`src/rtl/core/trs_pkg.sv`:
```
// ----------------------------------------------------------------------------
// trs_pkg
// Shared types, constants and helpers for the threshold run segmenter.
// ----------------------------------------------------------------------------
package trs_pkg;

  // Sample index width; the counter wraps at MaxSamples
  localparam int unsigned IdxW       = 20;
  localparam int unsigned MaxSamples = 1 << IdxW;

  localparam int unsigned GainW  = 15;
  localparam int unsigned LossW  = 16;
  localparam int unsigned SampW  = 16;
  localparam int unsigned MagW   = SampW + 1;
  localparam int unsigned ClassW = 4;
  localparam int unsigned LevelW = 3;
  localparam int unsigned CfgIdxW  = 4;
  localparam int unsigned CfgDataW = 16;
  localparam int unsigned NumBounds = 4;

  // Register indexes of the configuration port
  localparam logic [CfgIdxW-1:0] RegGain0 = 4'd0;
  localparam logic [CfgIdxW-1:0] RegGain1 = 4'd1;
  localparam logic [CfgIdxW-1:0] RegGain2 = 4'd2;
  localparam logic [CfgIdxW-1:0] RegGain3 = 4'd3;
  localparam logic [CfgIdxW-1:0] RegLoss0 = 4'd4;
  localparam logic [CfgIdxW-1:0] RegLoss1 = 4'd5;
  localparam logic [CfgIdxW-1:0] RegLoss2 = 4'd6;
  localparam logic [CfgIdxW-1:0] RegLoss3 = 4'd7;

  // Reset values, Q3.12
  localparam logic [GainW-1:0] GainRst0 = 15'd359;
  localparam logic [GainW-1:0] GainRst1 = 15'd630;
  localparam logic [GainW-1:0] GainRst2 = 15'd879;
  localparam logic [GainW-1:0] GainRst3 = 15'd1110;
  localparam logic signed [LossW-1:0] LossRst0 = -16'sd340;
  localparam logic signed [LossW-1:0] LossRst1 = -16'sd719;
  localparam logic signed [LossW-1:0] LossRst2 = -16'sd1149;
  localparam logic signed [LossW-1:0] LossRst3 = -16'sd1646;

  // Mixture class codes
  localparam logic [ClassW-1:0] ClassLossFull = 4'd0;
  localparam logic [ClassW-1:0] ClassNone     = 4'd4;
  localparam logic [ClassW-1:0] ClassGainFull = 4'd8;
  localparam logic [LevelW-1:0] LevelNone = 3'd0;
  localparam logic [LevelW-1:0] LevelFull = 3'd4;

  typedef enum logic [1:0] {
    KindNeutral = 2'd0,
    KindLoss    = 2'd1,
    KindGain    = 2'd2
  } run_kind_e;

  typedef struct packed {
    logic [NumBounds-1:0][GainW-1:0] gain;
    logic [NumBounds-1:0][LossW-1:0] loss;
  } bounds_t;

  // Segment closed by the run tracker
  typedef struct packed {
    logic                    valid;
    logic [IdxW-1:0]         seg_start;
    logic [IdxW-1:0]         seg_end;
    run_kind_e               kind;
    logic signed [SampW-1:0] extreme;
    logic                    is_final;
  } seg_t;

  function automatic logic [MagW-1:0] mag_of(input logic signed [SampW-1:0] x);
    logic signed [MagW-1:0] e;
    e = MagW'(x);
    return e[MagW-1] ? MagW'(-e) : MagW'(e);
  endfunction

endpackage

```
`src/rtl/core/trs_classify.sv`:
```
// ----------------------------------------------------------------------------
// trs_classify
// Sorts one sample into neutral, loss or gain against the level-0 bounds.
// ----------------------------------------------------------------------------
module trs_classify (
  input  logic signed [trs_pkg::SampW-1:0] sample_i,
  input  logic                             is_nan_i,
  input  logic [trs_pkg::GainW-1:0]        gain0_i,
  input  logic signed [trs_pkg::LossW-1:0] loss0_i,
  output trs_pkg::run_kind_e               kind_o
);
  import trs_pkg::*;

  logic signed [MagW-1:0] samp_ext;
  logic signed [MagW-1:0] gain_ext;
  logic at_or_below_loss;
  logic at_or_below_gain;

  assign samp_ext         = MagW'(sample_i);
  assign gain_ext         = $signed({2'b00, gain0_i});
  assign at_or_below_loss = (sample_i <= loss0_i);
  assign at_or_below_gain = (samp_ext <= gain_ext);

  // neutral first, then loss, then gain (holds for inverted bounds too)
  always_comb begin
    priority if (is_nan_i || (!at_or_below_loss && at_or_below_gain)) begin
      kind_o = KindNeutral;
    end else if (at_or_below_loss) begin
      kind_o = KindLoss;
    end else begin
      kind_o = KindGain;
    end
  end

endmodule

```
`src/rtl/core/trs_run_tracker.sv`:
```
// ----------------------------------------------------------------------------
// trs_run_tracker
// Run state: open flag, kind, start index, extreme and sample counter.
// Closes a segment on a class change or on the last sample.
// ----------------------------------------------------------------------------
module trs_run_tracker (
  input  logic                             clk_i,
  input  logic                             rst_ni,
  input  logic                             step_i,
  input  logic signed [trs_pkg::SampW-1:0] sample_i,
  input  logic                             is_nan_i,
  input  logic                             last_i,
  input  trs_pkg::run_kind_e               kind_i,
  output trs_pkg::seg_t                    seg_o
);
  import trs_pkg::*;

  logic                    open_q, open_d;
  run_kind_e               kind_q, kind_d;
  logic [IdxW-1:0]         start_q, start_d;
  logic signed [SampW-1:0] ext_q, ext_d;
  logic [IdxW-1:0]         cnt_q, cnt_d;

  logic                    more_extreme;
  logic signed [SampW-1:0] ext_upd;

  // lower for a loss run, higher for a gain run; NaN never updates
  always_comb begin
    unique case (kind_q)
      KindLoss: more_extreme = !is_nan_i && (sample_i < ext_q);
      KindGain: more_extreme = !is_nan_i && (sample_i > ext_q);
      default:  more_extreme = 1'b0;
    endcase
    ext_upd = more_extreme ? sample_i : ext_q;
  end

  always_comb begin
    open_d  = open_q;
    kind_d  = kind_q;
    start_d = start_q;
    ext_d   = ext_q;
    cnt_d   = cnt_q;

    seg_o.valid     = 1'b0;
    seg_o.seg_start = start_q;
    seg_o.seg_end   = cnt_q;
    seg_o.kind      = kind_q;
    seg_o.extreme   = ext_q;
    seg_o.is_final  = last_i;

    if (last_i) begin
      // last sample joins the open run and closes it
      seg_o.valid   = open_q;
      seg_o.extreme = ext_upd;
      open_d = 1'b0;
      kind_d = KindNeutral;
      ext_d  = '0;
      cnt_d  = '0;
    end else begin
      if (open_q && (kind_i == kind_q)) begin
        ext_d = ext_upd;
      end else begin
        seg_o.valid   = open_q;
        seg_o.seg_end = cnt_q - {{(IdxW-1){1'b0}}, 1'b1};
        open_d  = 1'b1;
        kind_d  = kind_i;
        start_d = cnt_q;
        ext_d   = (kind_i == KindNeutral) ? '0 : sample_i;
      end
      cnt_d = cnt_q + {{(IdxW-1){1'b0}}, 1'b1};
    end

    if (!step_i) begin
      seg_o.valid = 1'b0;
    end
  end

  always_ff @(posedge clk_i or negedge rst_ni) begin
    if (!rst_ni) begin
      open_q  <= 1'b0;
      kind_q  <= KindNeutral;
      start_q <= '0;
      ext_q   <= '0;
      cnt_q   <= '0;
    end else if (step_i) begin
      open_q  <= open_d;
      kind_q  <= kind_d;
      start_q <= start_d;
      ext_q   <= ext_d;
      cnt_q   <= cnt_d;
    end
  end

endmodule

```
`src/rtl/core/trs_mixture.sv`:
```
// ----------------------------------------------------------------------------
// trs_mixture
// Grades a closed run's extreme against four magnitudes into a mixture
// class and a fractional call flag.
// ----------------------------------------------------------------------------
module trs_mixture (
  input  trs_pkg::run_kind_e                kind_i,
  input  logic signed [trs_pkg::SampW-1:0]  extreme_i,
  input  trs_pkg::bounds_t                  bounds_i,
  output logic [trs_pkg::ClassW-1:0]        class_o,
  output logic                              call_o,
  output logic signed [trs_pkg::SampW-1:0]  extreme_o
);
  import trs_pkg::*;

  logic [MagW-1:0]             ext_mag;
  logic [NumBounds-1:0][MagW-1:0] bnd_mag;
  logic [LevelW-1:0]           level;

  assign ext_mag = mag_of(extreme_i);

  always_comb begin
    for (int i = 0; i < NumBounds; i++) begin
      if (kind_i == KindLoss) begin
        bnd_mag[i] = mag_of($signed(bounds_i.loss[i]));
      end else begin
        bnd_mag[i] = MagW'(bounds_i.gain[i]);
      end
    end
  end

  always_comb begin
    priority if (ext_mag >= bnd_mag[3]) begin
      level = LevelFull;
    end else if (ext_mag >= bnd_mag[2]) begin
      level = 3'd3;
    end else if (ext_mag >= bnd_mag[1]) begin
      level = 3'd2;
    end else if (ext_mag >= bnd_mag[0]) begin
      level = 3'd1;
    end else begin
      level = LevelNone;
    end
  end

  always_comb begin
    unique case (kind_i)
      KindLoss: begin
        class_o   = ClassNone - ClassW'(level);
        call_o    = (level != LevelNone) && (level != LevelFull);
        extreme_o = extreme_i;
      end
      KindGain: begin
        class_o   = ClassNone + ClassW'(level);
        call_o    = (level != LevelNone) && (level != LevelFull);
        extreme_o = extreme_i;
      end
      default: begin
        class_o   = ClassNone;
        call_o    = 1'b0;
        extreme_o = '0;
      end
    endcase
  end

endmodule

```
`src/rtl/core/threshold_run_segmenter_core.sv`:
```
// ----------------------------------------------------------------------------
// threshold_run_segmenter_core
// Splits a stream of smoothed log2-ratio samples into runs of one class
// (neutral, loss, gain) and emits one segment request per closed run.
//
//   Channel   Dir  Request contents
//   s_axis    in   tdata: sample_value[15:0]; tuser: sample_is_nan; tlast: last_sample
//   m_axis    out  tdata: seg_start, seg_end, extreme_value; tuser: mixture_class,
//                  call_flag; tlast: final_segment
//   cfg       in   write enable, register index 0..7, 16-bit data (no read-back)
//
// One sample per cycle sustained while the result register is not stalled.
// An accepted sample sits in the input register; classification, run update
// and grading are combinational from it, and a closing sample's segment is
// registered into the result register when the input register advances.
// A stalled result holds the input register, and s_axis_tready drops while
// that register is full. Reset clears run state and the sample index and
// loads the default bounds; no clearing pass is needed.
// ----------------------------------------------------------------------------
module threshold_run_segmenter_core (
  input  logic        clk_i,
  input  logic        rst_ni,
  // input samples
  input  logic        s_axis_tvalid,
  output logic        s_axis_tready,
  input  logic [15:0] s_axis_tdata,   // [15:0] sample_value
  input  logic [0:0]  s_axis_tuser,   // [0] sample_is_nan
  input  logic        s_axis_tlast,   // last_sample
  // segments
  output logic        m_axis_tvalid,
  input  logic        m_axis_tready,
  output logic [55:0] m_axis_tdata,   // [19:0] seg_start, [39:20] seg_end,
                                      // [55:40] extreme_value
  output logic [4:0]  m_axis_tuser,   // [3:0] mixture_class, [4] call_flag
  output logic        m_axis_tlast,   // final_segment
  // configuration
  input  logic                            cfg_we_i,
  input  logic [trs_pkg::CfgIdxW-1:0]     cfg_idx_i,
  input  logic [trs_pkg::CfgDataW-1:0]    cfg_data_i
);
  import trs_pkg::*;

  // ---- configuration registers ----
  bounds_t bounds_q;

  always_ff @(posedge clk_i or negedge rst_ni) begin
    if (!rst_ni) begin
      bounds_q.gain[0] <= GainRst0;
      bounds_q.gain[1] <= GainRst1;
      bounds_q.gain[2] <= GainRst2;
      bounds_q.gain[3] <= GainRst3;
      bounds_q.loss[0] <= LossRst0;
      bounds_q.loss[1] <= LossRst1;
      bounds_q.loss[2] <= LossRst2;
      bounds_q.loss[3] <= LossRst3;
    end else if (cfg_we_i) begin
      unique case (cfg_idx_i)
        RegGain0: bounds_q.gain[0] <= cfg_data_i[GainW-1:0];
        RegGain1: bounds_q.gain[1] <= cfg_data_i[GainW-1:0];
        RegGain2: bounds_q.gain[2] <= cfg_data_i[GainW-1:0];
        RegGain3: bounds_q.gain[3] <= cfg_data_i[GainW-1:0];
        RegLoss0: bounds_q.loss[0] <= cfg_data_i[LossW-1:0];
        RegLoss1: bounds_q.loss[1] <= cfg_data_i[LossW-1:0];
        RegLoss2: bounds_q.loss[2] <= cfg_data_i[LossW-1:0];
        RegLoss3: bounds_q.loss[3] <= cfg_data_i[LossW-1:0];
        default: ;  // indexes past the list are dropped
      endcase
    end
  end

  // ---- input register ----
  logic                    in_valid_q;
  logic signed [SampW-1:0] in_sample_q;
  logic                    in_nan_q;
  logic                    in_last_q;
  logic                    advance;
  logic                    out_valid_q;

  // stage moves on when it holds a sample and the result slot is free or being drained
  assign advance       = in_valid_q && (!out_valid_q || m_axis_tready);
  assign s_axis_tready = !in_valid_q || advance;

  always_ff @(posedge clk_i or negedge rst_ni) begin
    if (!rst_ni) begin
      in_valid_q <= 1'b0;
    end else if (s_axis_tready) begin
      in_valid_q <= s_axis_tvalid;
    end
  end

  always_ff @(posedge clk_i) begin
    if (s_axis_tvalid && s_axis_tready) begin
      in_sample_q <= $signed(s_axis_tdata);
      in_nan_q    <= s_axis_tuser[0];
      in_last_q   <= s_axis_tlast;
    end
  end

  // ---- classify, track, grade ----
  run_kind_e               kind;
  seg_t                    seg;
  logic [ClassW-1:0]       seg_class;
  logic                    seg_call;
  logic signed [SampW-1:0] seg_extreme;

  trs_classify u_classify (
    .sample_i (in_sample_q),
    .is_nan_i (in_nan_q),
    .gain0_i  (bounds_q.gain[0]),
    .loss0_i  ($signed(bounds_q.loss[0])),
    .kind_o   (kind)
  );

  trs_run_tracker u_tracker (
    .clk_i    (clk_i),
    .rst_ni   (rst_ni),
    .step_i   (advance),
    .sample_i (in_sample_q),
    .is_nan_i (in_nan_q),
    .last_i   (in_last_q),
    .kind_i   (kind),
    .seg_o    (seg)
  );

  trs_mixture u_mixture (
    .kind_i    (seg.kind),
    .extreme_i (seg.extreme),
    .bounds_i  (bounds_q),
    .class_o   (seg_class),
    .call_o    (seg_call),
    .extreme_o (seg_extreme)
  );

  // ---- result register ----
  logic [55:0] out_data_q;
  logic [4:0]  out_user_q;
  logic        out_last_q;
  logic        out_valid_d;

  always_comb begin
    out_valid_d = out_valid_q;
    if (advance) begin
      out_valid_d = seg.valid;
    end else if (m_axis_tready) begin
      out_valid_d = 1'b0;
    end
  end

  always_ff @(posedge clk_i or negedge rst_ni) begin
    if (!rst_ni) begin
      out_valid_q <= 1'b0;
    end else begin
      out_valid_q <= out_valid_d;
    end
  end

  always_ff @(posedge clk_i) begin
    if (seg.valid) begin
      out_data_q <= {seg_extreme, seg.seg_end, seg.seg_start};
      out_user_q <= {seg_call, seg_class};
      out_last_q <= seg.is_final;
    end
  end

  assign m_axis_tvalid = out_valid_q;
  assign m_axis_tdata  = out_data_q;
  assign m_axis_tuser  = out_user_q;
  assign m_axis_tlast  = out_last_q;

endmodule

```
`config.mk`:
```
export PLATFORM = sky130hd
export DESIGN_NAME = threshold_run_segmenter_core
export DESIGN_NICKNAME = d
export VERILOG_FILES = /design/src/rtl/core/trs_pkg.sv /design/src/rtl/core/trs_classify.sv /design/src/rtl/core/trs_run_tracker.sv /design/src/rtl/core/trs_mixture.sv /design/src/rtl/core/threshold_run_segmenter_core.sv
export SDC_FILE = /design/constraint.sdc
export NUM_CORES = 1
export LEC_CHECK = 0
export BUFFER_PORTS_ARGS = -buffer_cell sky130_fd_sc_hd__buf_4
export CORE_UTILIZATION = 60
export DETAILED_ROUTE_END_ITERATION = 16
export PLACE_DENSITY = 0.85
export SETUP_SLACK_MARGIN = 0.4
export SLEW_MARGIN = 30
export SYNTH_ARGS = -nofsm -noshare
export SYNTH_HDL_FRONTEND = slang
export SYNTH_SLANG_ARGS = --single-unit
```
`constraint.sdc`:
```
create_clock -name clk_i -period 14.18 [get_ports clk_i]
set_input_delay 0.709 -clock clk_i [delete_from_list [all_inputs] [get_ports clk_i]]
set_output_delay 0.709 -clock clk_i [all_outputs]
set_load 0.02 [all_outputs]
```
==> metrics.txt <==
Worst path max stage delay=0.70 ns; Netlist cell types=70; synth-to-layout area growth=13.2%; remaining global-route overflow=0; share of final-layout standard cells stronger than drive strength 1=25.1%; TritonCTS buffer count=27; CTS root buffer=sky130_fd_sc_hd__clkbuf_16; leakage power figure=7.57 nW; Mapped Avg Cell Area=10.9 um^2; clock tree from TritonCTS=done; combinational fraction of design power=33.5%; final net count=1677; Hold Slack=0.128 ns; Psw=0.932 mW; arithmetic-cell share of the synthesized area counting full adders, half adders and majority gates=9.86%; leading register cell type out of synthesis=sky130_fd_sc_hd__dfrtp_1; share of async-settable or async-resettable flops after synthesis=69.8%; Final ANT Viol Nets=0; Clk pwr share=26.6%; floorplan row count=58; clock buffer depth=3; Seq pwr share=39.9%; post-route design area=17500 um^2; total number of vias=11506; clock-pin slew on the worst setup and hold paths=0.06 ns; placed wire-length estimate=26800 um; vias in the first global route=11508; gate count after technology mapping=1424; Achievable Freq=0.118 GHz; share of Yosys cell area claimed by the top area cell type=19.4%; post-synthesis share of cell area spent on and, or, nand and nor gates=12.4%; most used cells in the layout excluding fill and tap cells=sky130_fd_sc_hd__mux2_2, sky130_fd_sc_hd__nand2_1, sky130_fd_sc_hd__dfrtp_1; setup repair after global routing missed its margin=false; cell type with the highest aggregate area in the netlist=sky130_fd_sc_hd__dfrtp_1; Setup Buffers After CTS=0; number of DRC violations after detailed routing=0; DR vias/cell=6.17; data arrival time at the worst-slack endpoint=8.76 ns; total number of yosys warnings=0; worst-path maximum fanout=13; Top-Level Pins=107; maximum clock skew at final layout=0.0141 ns; Ant. Diodes=0; transition time of the tightest slew-check pin=1.04 ns; worst slew margin relative to its limit=30.4%; mean routed wirelength per cell=20.1 um; top cells by area in the synthesized netlist=sky130_fd_sc_hd__dfrtp_1, sky130_fd_sc_hd__edfxtp_1, sky130_fd_sc_hd__dfstp_2; maximum number of pins on one net before global-route repair=91; Max-cap violations=0; Initial DRT Pass Iterations=5; post-layout min period=8.48 ns; H-tree depth=1; Worst EP required=14.46 ns; sinks on the clock net=265; source-to-sink clock delay at the later pin of the worst-skew pair=0.54 ns; Final Max Tran Viols=0; fraction of the mapped netlist area in compound gates=10.6%; GRT Resource Usage Total=29.0%; critical path endpoint category=register; overall power=2.73 mW; multiplexer area fraction after synthesis=12.2%; number of design-rule violations left by the first detailed-router iteration=859; largest family of logic cells by synthesized area=simple AND/OR/NAND/NOR gates; Total Die Area=26500 um^2; Horiz. Die Dim=163 um; total negative slack for setup checks=0 ns; slack of the worst reg-to-reg path=5.70 ns; internal power consumption=1.80 mW; first-pass GRT wire length=60300 um; outcome=completed; cell occurring most often along the worst timing path=sky130_fd_sc_hd__ha_1; number of synthesized flops with an enable pin=80; CTS-repair resized insts=0; Setup-failing EPs final=0; final weighted congestion in routability-driven placement=0.934; portion of the clock cycle consumed by the worst path in the final layout=59.8%; count of buffers inserted at the top-level ports=106; type of origin of the critical path=register; antenna violations before repair=0; switching share of power=34.1%; Routed WL=37500 um; buffering stage count on the worst path with inverters included=1; Starting Density=61.4%; placeable core region=25300 um^2; path type of the worst min-delay path=input port to asynchronous set/reset pin; Layout Utilization=69.5%; die span in y=163 um; part of the Yosys area used for sequential elements=45.9%; Critical Setup Path Class=register to register; cell family with the largest share of critical-path delay=compound AO/OA/AOI/OAI gates; post-synth design cell area=15500 um^2; count of state elements after synthesis=265; crit path max-delay cell type=sky130_fd_sc_hd__xnor2_1; count of final hold-check violations=0; P per Cell Area=156 nW/um^2; Post-CTS Hold Fix Bufs=0; Post-Place Cell Area=16600 um^2; Max VDD drop=0.125 mV; xor and xnor fraction of the mapped netlist area=5.82%; most frequent standard cell in the layout excluding fill and tap cells=sky130_fd_sc_hd__mux2_2
## final timing paths
check                                 startpoint                  to  depth (start not counted)
setup / recovery                 in_sample_q[15]     m_axis_tuser[2]                         30
min in group clk_i               s_axis_tdata[2]      in_sample_q[2]                          1
hold reg to reg            u_tracker.start_q[14]    m_axis_tdata[14]                          0
hold / removal                            rst_ni        bounds_q[25]                          1
setup reg to reg                 in_sample_q[15]     m_axis_tuser[2]                         30
max in group asynchronous                 rst_ni  u_tracker.ext_q[2]                          2
## cell type report
cell class	instances	area, um^2
inverters	70	263
flip-flops and latches	265	7110
fillers	1782	7710
multi-input cells	1035	7980
clock inverters	12	154
repair buffers	117	886
well taps	330	413
clock buffers	37	743
## kinds of logic after synthesis
| kind of cell | count (synthesis) |
|---|---|
| XOR/XNOR | 103 |
| other | 2 |
| buffers and inverters | 130 |
| multiplexers | 170 |
| AO/OA/AOI/OAI | 252 |
| AND/OR/NAND/NOR | 379 |
| adder cells (fa/ha/maj) | 123 |
| flip-flops | 265 |
## power groups by stage
stage	logic [mW]	clock network, mW	registers (mW)
after global routing	1.01	0.760	1.11
after floorplan	0.652	0	1.07
after CTS	0.908	0.733	1.09
after global placement	0.858	0	1.09
after detailed placement	0.896	0	1.10
final	0.917	0.727	1.09
## metal layers
| metal | global-route usage, % | up-vias | part of all wire (%) |
|---|---|---|---|
| li1 | - | 5338 | - |
| met1 | 39.1 | 5633 | 42 |
| met2 | 47.8 | 434 | 47 |
| met3 | 3.51 | 101 | 6.3 |
| met4 | 11.7 | 0 | 4.0 |
| met5 | 0 | - | 0 |
## state kept, by name (all words and copies together) (netlist names), 2 cells and up
name and count:
bounds_q 124, in_sample_q 16, m_axis_tdata 56, m_axis_tuser 5
u_tracker.cnt_q 20, u_tracker.ext_q 16, u_tracker.kind_q 2, u_tracker.start_q 20
## per-stage QoR
step | cells | worst slack (ns)
floorplan | 1430 | 6.62
global placement | 1817 | 6.10
detailed placement | 1817 | 5.89
CTS | 1866 | 5.84
global route | 1866 | 5.29
finish | 1866 | 5.70
## synthesized netlist by cell type (25+ instances only)
library cell               count
sky130_fd_sc_hd__o21ai_0      90
sky130_fd_sc_hd__a21oi_1      36
sky130_fd_sc_hd__xor2_1       49
sky130_fd_sc_hd__mux2_2      144
sky130_fd_sc_hd__nor2_1       70
sky130_fd_sc_hd__inv_1        70
sky130_fd_sc_hd__edfxtp_1     80
sky130_fd_sc_hd__ha_1        118
sky130_fd_sc_hd__dfrtp_1     120
sky130_fd_sc_hd__xnor2_1      54
sky130_fd_sc_hd__or3_1        25
sky130_fd_sc_hd__nand2_1     129
sky130_fd_sc_hd__dfstp_2      65
sky130_fd_sc_hd__clkbuf_1     57
Power figures use the tool's default switching activity.
